===== src/hw/rtl/bfa_pkg.sv =====
// Shared types and codes of the best-fit heap allocator.
`timescale 1ns / 1ps

package bfa_pkg;

   // Operation codes of a request transaction.
   localparam logic [1:0] OP_ALLOC  = 2'd0;
   localparam logic [1:0] OP_FREE   = 2'd1;
   localparam logic [1:0] OP_FORMAT = 2'd2;

   // Status codes of a response transaction.
   localparam logic [2:0] ST_OK           = 3'd0;
   localparam logic [2:0] ST_BAD_SIZE     = 3'd1;
   localparam logic [2:0] ST_NO_FIT       = 3'd2;
   localparam logic [2:0] ST_BAD_ADDR     = 3'd3;
   localparam logic [2:0] ST_ALREADY_FREE = 3'd4;

   // Heap word constants.
   localparam logic [31:0] HEAP_TAIL = 32'd1;
   localparam logic [31:0] SIZE_MASK = 32'hFFFF_FFFC;
   localparam logic [16:0] REGION_RESET = 17'h1_0000;

   // Datapath commands issued by the controller.
   typedef enum logic [4:0] {
      CMD_NONE,
      CMD_LOAD,
      CMD_FMT_HDR,
      CMD_FMT_FTR,
      CMD_FMT_END,
      CMD_RD_POS,
      CMD_A_STEP,
      CMD_A_SPLIT_HDR,
      CMD_A_SPLIT_REM,
      CMD_A_SPLIT_FTR,
      CMD_A_TAKE,
      CMD_A_MARK,
      CMD_F_STEP,
      CMD_F_GRAB,
      CMD_F_NEXT,
      CMD_RD_PFTR,
      CMD_F_PMERGE,
      CMD_RD_H,
      CMD_F_PBIT,
      CMD_F_WHDR,
      CMD_F_WFTR,
      CMD_RESP
   } dp_cmd_type;

   typedef struct packed {
      dp_cmd_type cmd;
      logic [2:0] status;
      logic       with_addr;
   } ctl_cmd_type;

   // Status flags from the datapath to the controller.
   typedef struct packed {
      logic       at_end;
      logic       is_free;
      logic       addr_hit;
      logic       addr_passed;
      logic       found;
      logic       rem_big;
      logic       req_zero;
      logic       addr_bad;
      logic [1:0] op;
      logic       pfree_ok;
      logic       ps_ok;
      logic       rsp_free;
   } dp_stat_type;

endpackage


===== src/hw/rtl/bfa_controller.sv =====
// Controller state machine of the allocator.
`timescale 1ns / 1ps

module bfa_controller import bfa_pkg::*; (
   input  logic        clock,
   input  logic        reset,
   input  logic        req_valid,
   output logic        req_ready,
   input  dp_stat_type stat,
   output ctl_cmd_type ctl
);

   typedef enum logic [4:0] {
      S_FMT_HDR,
      S_FMT_FTR,
      S_FMT_END,
      S_IDLE,
      S_DISPATCH,
      S_A_RD,
      S_A_EVAL,
      S_A_DECIDE,
      S_A_SPLIT_REM,
      S_A_SPLIT_FTR,
      S_A_RDNX,
      S_A_EVNX,
      S_F_RD,
      S_F_EVAL,
      S_F_RDNX,
      S_F_EVNX,
      S_F_CHKP,
      S_F_EVPF,
      S_F_RDH,
      S_F_PBIT,
      S_F_WHDR,
      S_F_WFTR,
      S_RESP
   } state_type;

   state_type  state_ff, state_in;
   logic       boot_ff, boot_in;
   logic [2:0] status_ff, status_in;
   logic       waddr_ff, waddr_in;
   dp_cmd_type cmd;

   // Next state and datapath command.
   always_comb begin
      state_in  = state_ff;
      boot_in   = boot_ff;
      status_in = status_ff;
      waddr_in  = waddr_ff;
      cmd       = CMD_NONE;
      unique case (state_ff)
         S_FMT_HDR: begin
            cmd      = CMD_FMT_HDR;
            state_in = S_FMT_FTR;
         end
         S_FMT_FTR: begin
            cmd      = CMD_FMT_FTR;
            state_in = S_FMT_END;
         end
         S_FMT_END: begin
            cmd       = CMD_FMT_END;
            boot_in   = 1'b0;
            status_in = ST_OK;
            waddr_in  = 1'b0;
            state_in  = boot_ff ? S_IDLE : S_RESP;
         end
         S_IDLE: begin
            if (req_valid) begin
               cmd      = CMD_LOAD;
               state_in = S_DISPATCH;
            end
         end
         S_DISPATCH: begin
            waddr_in  = 1'b0;
            status_in = ST_OK;
            unique case (stat.op)
               OP_ALLOC: begin
                  if (stat.req_zero) begin
                     status_in = ST_BAD_SIZE;
                     state_in  = S_RESP;
                  end else begin
                     state_in = S_A_RD;
                  end
               end
               OP_FREE: begin
                  if (stat.addr_bad) begin
                     status_in = ST_BAD_ADDR;
                     state_in  = S_RESP;
                  end else begin
                     state_in = S_F_RD;
                  end
               end
               OP_FORMAT: state_in = S_FMT_HDR;
               default:   state_in = S_RESP;
            endcase
         end
         S_A_RD: begin
            cmd      = CMD_RD_POS;
            state_in = S_A_EVAL;
         end
         S_A_EVAL: begin
            if (stat.at_end) begin
               state_in = S_A_DECIDE;
            end else begin
               cmd      = CMD_A_STEP;
               state_in = S_A_RD;
            end
         end
         S_A_DECIDE: begin
            if (!stat.found) begin
               status_in = ST_NO_FIT;
               state_in  = S_RESP;
            end else if (stat.rem_big) begin
               cmd      = CMD_A_SPLIT_HDR;
               state_in = S_A_SPLIT_REM;
            end else begin
               cmd      = CMD_A_TAKE;
               state_in = S_A_RDNX;
            end
         end
         S_A_SPLIT_REM: begin
            cmd      = CMD_A_SPLIT_REM;
            state_in = S_A_SPLIT_FTR;
         end
         S_A_SPLIT_FTR: begin
            cmd       = CMD_A_SPLIT_FTR;
            waddr_in  = 1'b1;
            state_in  = S_RESP;
         end
         S_A_RDNX: begin
            cmd      = CMD_RD_POS;
            state_in = S_A_EVNX;
         end
         S_A_EVNX: begin
            if (!stat.at_end) begin
               cmd = CMD_A_MARK;
            end
            waddr_in = 1'b1;
            state_in = S_RESP;
         end
         S_F_RD: begin
            cmd      = CMD_RD_POS;
            state_in = S_F_EVAL;
         end
         S_F_EVAL: begin
            if (stat.at_end) begin
               status_in = ST_BAD_ADDR;
               state_in  = S_RESP;
            end else if (stat.addr_hit) begin
               if (stat.is_free) begin
                  status_in = ST_ALREADY_FREE;
                  state_in  = S_RESP;
               end else begin
                  cmd      = CMD_F_GRAB;
                  state_in = S_F_RDNX;
               end
            end else if (stat.addr_passed) begin
               status_in = ST_BAD_ADDR;
               state_in  = S_RESP;
            end else begin
               cmd      = CMD_F_STEP;
               state_in = S_F_RD;
            end
         end
         S_F_RDNX: begin
            cmd      = CMD_RD_POS;
            state_in = S_F_EVNX;
         end
         S_F_EVNX: begin
            if (!stat.at_end) begin
               cmd = CMD_F_NEXT;
            end
            state_in = S_F_CHKP;
         end
         S_F_CHKP: begin
            if (stat.pfree_ok) begin
               cmd      = CMD_RD_PFTR;
               state_in = S_F_EVPF;
            end else begin
               state_in = S_F_WHDR;
            end
         end
         S_F_EVPF: begin
            if (stat.ps_ok) begin
               cmd      = CMD_F_PMERGE;
               state_in = S_F_RDH;
            end else begin
               state_in = S_F_WHDR;
            end
         end
         S_F_RDH: begin
            cmd      = CMD_RD_H;
            state_in = S_F_PBIT;
         end
         S_F_PBIT: begin
            cmd      = CMD_F_PBIT;
            state_in = S_F_WHDR;
         end
         S_F_WHDR: begin
            cmd      = CMD_F_WHDR;
            state_in = S_F_WFTR;
         end
         S_F_WFTR: begin
            cmd      = CMD_F_WFTR;
            state_in = S_RESP;
         end
         S_RESP: begin
            if (stat.rsp_free) begin
               cmd      = CMD_RESP;
               state_in = S_IDLE;
            end
         end
         default: state_in = S_IDLE;
      endcase
   end

   // State and registered outputs; reset formats the heap first.
   always_ff @(posedge clock) begin
      if (reset) begin
         state_ff  <= S_FMT_HDR;
         boot_ff   <= 1'b1;
         status_ff <= ST_OK;
         waddr_ff  <= 1'b0;
      end else begin
         state_ff  <= state_in;
         boot_ff   <= boot_in;
         status_ff <= status_in;
         waddr_ff  <= waddr_in;
      end
   end

   assign req_ready     = state_ff == S_IDLE;
   assign ctl.cmd       = cmd;
   assign ctl.status    = status_ff;
   assign ctl.with_addr = waddr_ff;

endmodule


===== config.mk =====
export PLATFORM = sky130hd
export DESIGN_NAME = bfa_controller
export DESIGN_NICKNAME = d
export VERILOG_FILES = /design/src/hw/rtl/bfa_pkg.sv /design/src/hw/rtl/bfa_controller.sv
export SDC_FILE = /design/constraint.sdc
export NUM_CORES = 1
export LEC_CHECK = 0
export BUFFER_PORTS_ARGS = -buffer_cell sky130_fd_sc_hd__buf_4
export CORE_MARGIN = 2
export CORE_UTILIZATION = 50
export CTS_BUF_LIST = sky130_fd_sc_hd__clkbuf_4 sky130_fd_sc_hd__clkbuf_8
export CTS_CLUSTER_SIZE = 20
export DETAILED_ROUTE_END_ITERATION = 12
export GPL_TIMING_DRIVEN = 0
export PLACE_DENSITY_LB_ADDON = 0.1
export SETUP_SLACK_MARGIN = 0.02
export SYNTH_ARGS = -nofsm -noshare
export SYNTH_HDL_FRONTEND = slang
export SYNTH_SLANG_ARGS = --single-unit

===== constraint.sdc =====
create_clock -name clock -period 1.89 [get_ports clock]
set_clock_uncertainty 0.15 [all_clocks]
set_input_delay 0.189 -clock clock [delete_from_list [all_inputs] [get_ports clock]]
set_output_delay 0.189 -clock clock [all_outputs]
set_load 0.01 [all_outputs]

; ---- Yosys cells after proc, flatten, opt, wreduce, memory -nomap -nowiden
; Index checks and enable logic that the tools add are counted.
; W data, S select, Z words.
[classes]
eq_ne = 29
muxes = 40
n_reduce_logical = 10
[ops]
columns = cell, n
row1 = $pmux W5 S21, 1
row2 = $pmux W5 S19, 1
row3 = $mux W5, 14
row4 = $eq A5 B4 Y1 const B, 8
row5 = $eq A5 B5 Y1 const B, 7
row6 = $mux W4, 7
row7 = $mux W3, 8
row8 = $eq A5 B3 Y1 const B, 4
row9 = $pmux W5 S3, 1
row10 = $pmux W3 S4, 1
row11 = $eq A5 B2 Y1 const B, 2
row12 = $ne A4 B4 Y1 const B, 2
row13 = $mux W2, 3
row14 = $ne A2 B2 Y1 const B, 3
row15 = $eq A5 B1 Y1 const B, 1
row16 = $logic_not A5 Y1, 1
row17 = $pmux W2 S2, 1
row18 = $reduce_and A4 Y1, 1
row19 = $reduce_bool A4 Y1, 1
row20 = $reduce_or A2 Y1, 2
row21 = $reduce_or A4 Y1, 1
row22 = $reduce_or A3 Y1, 1
row23 = $eq A2 B1 Y1 const B, 1
row24 = $eq A2 B2 Y1 const B, 1
row25 = 5 further kinds, 6
[word_totals]
output_inout_bits = 10
wordCells = 83
input_bits = 16
reg_bits = 10

; ---- Depth between registers and ports, before layout
[depth]
ltp_word = 4
mapped_depth = 7
depth_no_buf = 5

; ---- Least setup slack after synthesis
; Ideal clock, no wire load.
[synth_path]
kind = register to register
startpoint = reg state_ff[2]
endpoint = reg status_ff[2]
stages_incl_launch_ff = 8
synth_period_minus_slack_ps = 2071
setup_ps = 71
n_path_buf = 2
arrival_time_ps = 1851
required_ps = 1669
path_slack_ps = -181
cell_sequence = dfxtp_1 buf_6 or4b_4 o221a_1 or4_1 buf_2 or2_0 a21oi_1
[synth_between]
elab_chain_len = 3
word_cells_on_any_way = 10
cone_classes = eq/ne (7) / mux (1) / reduce/logical (2)
[synth_rtl]
columns = item, line
row1 = start: declaration, bfa_controller.sv:39  ; state_type state_ff, state_in;
row2 = start signal: assignment, bfa_controller.sv:226  ; state_ff <= state_in;
row3 = "$eq A5 B4 Y1, or another cell as far along", bfa_controller.sv:52  ; unique case (state_ff)
row4 = "$ne A4 B4 Y1 (no source line), or another cell as far along", --
row5 = $reduce_and A4 Y1 (no source line), --
row6 = end signal: assignment, bfa_controller.sv:228  ; status_ff <= status_in;
row7 = end: declaration, bfa_controller.sv:41  ; logic [2:0] status_ff, status_in;
; Parallel ways exist; a longest one is shown, timed or not.
; A chain may end at the register's enable or synchronous reset.

==> out/results.ini <==
[status]
outcome = complete, but fails checks
violations = negative setup slack

[clock_tree]
clk_latency_ns = 0.28
cts.path.max_buffers = 2
cts.sinks = 10
cts_tree = done
cts_buffers = 3
clkTransAtPathRegs_ns = 0.07
htreeDepth = 1
cts_root_buf = clkbuf_4

[pwr]
p_sw_share_pct = 44.6
internal-power_uw = 1170
fin_total_pwr_uw = 2100
vdd_ir_drop_max_mv = 0.861
p_switching_uw = 938
comb_power_share_pct = 74.3
leakagePower_uw = 0.000706
seq_power_share_pct = 16.0
powerDensity_nw_per_um2 = 1200
pwr-share-clk_pct = 9.6

[sta]
slew_viol_final = 0
grt_setup_unrepaired = yes
setup_viol = 8
hold_viol_final = 0
fin_crit_ns = 2.25
tns_ns = -1.96
fmax_mhz = 444
fin_ws_ns = -0.364
slew-limit-headroom_pct = 48.3
tightestPinTransition_ns = 0.766
finalCritPeriodShare_pct = 119

[layout]
fillers = 150
syn_to_final_growth_pct = 56.0
fin_area_um2 = 1750
drive_gt1_share_pct = 44.5
final_common_cell = buf_4
n_antenna_cell = 0
layout_common_cells = buf_4 (41), nand2_1 (11), nor2_1 (10)
fin_nets = 226

[worst_setup_path]
worstSetupStartpoint = state_ff[2]
endpoint = ctl[5]
rr_worst_depth = 6
crit_required_ns = 1.55
crit_arrival_ns = 1.92
cp-start-kind = flip-flop
reg2reg_to = status_ff[2]
reg2reg_from = state_ff[2]
crit_path_end_kind = primary output
rrSetupSlack_ns = -0.27
critPathKind = reg2out
worst-path-max-fanout = 9

[logic_synthesis]
synthTopCellsByArea = dfxtp_1 (18%), o21ai_0 (4.9%), a21oi_1 (4.5%)
synth_edf_count = 0
ys_seq_area_share_pct = 17.8
ys_ff_latch = 10
synth_top_area_cell = dfxtp_1
syn_area_um2 = 1120
synthArstFlopShare_pct = 0
synth_nets = 180
ys.flop_type = dfxtp_1
synthCells = 164
syn-mean-instance-area_um2 = 6.84
synth_top_area_share_pct = 17.8
yosysWarnings = 0
yosysUniqueCellTypes = 52

[job]
maxCapViolCount = 0

[detailed_routing]
vias = 1589
antenna_left = 0
wl_um = 4500
viasPerCell = 6.70
drt_iter0_drc = 94
firstDrtPassIters = 6
avgRoutedWirePerCell_um = 19.0
drcViolationCount = 0

[grt]
antenna_found_initial = 0
grt_max_degree = 11
grt_pass1_vias = 1376
grt_overflow_total = 0
grt_pass1_wl_um = 6510
grt_usage_pct = 32.8

[floorplan]
core_um2 = 2170
die-area_um2 = 2640
start_util_pct = 51.7
rows = 17
die_w_um = 51.4
die_h_um = 51.4
io_pins = 26

[placed_design]
place.gp.congestion = 0.927
dp_hpwl_um = 2680
dp_slack_ns = -0.402
port_buffers = 23
place_area_um2 = 1330

[hold_path]
holdCritPathClass = in2reg
worstHoldStart = stat[0]

metrics by stage:
stage | std cells | utilization [%] | hold WS, ns
finish | 237 | 80.7 | 0.122
global route | 237 | 80.7 | 0.139
floorplan | 164 | - | 0.282
CTS | 229 | 74.0 | 0.120
global placement | 215 | 61.4 | 0.293
detailed placement | 215 | 61.4 | 0.317
area by class of cell:
cell class,instances,area [µm²],area share [%]
Buffer,14,139,7.93
Clock buffer,4,36.3,2.07
Inverter,7,26.3,1.50
Multi-Input combinational cell,131,961,54.9
Sequential cell,10,214,12.2
Tap cell,28,35.0,2.00
Timing Repair Buffer,43,339,19.4
state kept, by name, indices dropped and copies added, names as in the netlist:
signal and cells:
boot_ff 1, status_ff 3, waddr_ff 1, state_ff 5
routing by layer:
layer / share of wire [%] / track usage, % / up-vias / routed length (µm)
met5: 0 / 0 / - / 0
met2: 47 / 51.5 / 129 / 2110
met1: 38 / 40.9 / 727 / 1690
li1: - / - / 712 / -
met3: 12 / 9.94 / 21 / 539
met4: 3.5 / 14.9 / 0 / 157
Yosys cell counts, types with 2 or more instances:
library cell	count
or3_1	2
buf_1	2
nor2b_1	3
nor4_1	6
xnor2_1	2
a22oi_1	2
mux2i_1	3
inv_2	2
o211ai_1	3
o22ai_1	2
a211oi_1	2
nor3_1	6
or4_1	4
buf_2	2
nand2b_1	8
clkbuf_1	10
o21ai_1	2
o32ai_1	2
a31oi_1	2
nand3_1	8
a21oi_1	10
nand3b_1	5
inv_1	5
a21boi_0	2
nor2_1	10
dfxtp_1	10
nand2_1	12
o21ai_0	11
o31ai_1	2
o22a_1	2
worst min path at each step:
stage | to | slack [ns] | cells after the start
floorplan | state_ff[2] | 0.28 | 3
global placement | status_ff[2] | 0.29 | 2
detailed placement | status_ff[2] | 0.32 | 2
CTS | state_ff[2] | 0.12 | 4
global route | state_ff[2] | 0.14 | 4
finish | state_ff[2] | 0.12 | 4
critical path, cell delays in order (launching register included):
cell and delay (ns):
dfxtp_2 0.33, buf_6 0.14, buf_8 0.13, nand3b_1 0.10
o21ai_1 0.07, nor4b_1 0.14, nor4_1 0.43, o21ai_1 0.13
buf_4 0.16
cell families (layout without fill, tap and decap cells):
logic type | Yosys count | after routing | share of synthesized area (%)
simple gates | 73 | 73 | 36.9
compound gates | 52 | 52 | 31.1
buf+inv | 23 | 68 | 8.92
flops | 10 | 10 | 17.8
mux | 4 | 4 | 3.68
xor+xnor | 2 | 2 | 1.56
timing repair:
item / 4_1_cts / 5_1_grt
gates cloned: 0 / 1
endpoints found under the setup margin: 14 / 13
setup buffers: 10 / 9
endpoints found under the hold margin: 0 / 0
gates resized for setup: 49 / 30
pin swaps: 5 / 14
hold buffers: 0 / 0
power groups by stage:
stage	clock network (µW)	logic, µW	registers [µW]
after global placement	0	1060	316
after detailed placement	0	1080	317
after global routing	212	1660	342
after CTS	202	1320	327
final	202	1560	338
after floorplan	0	773	298
(Power assumes the default switching activity.)
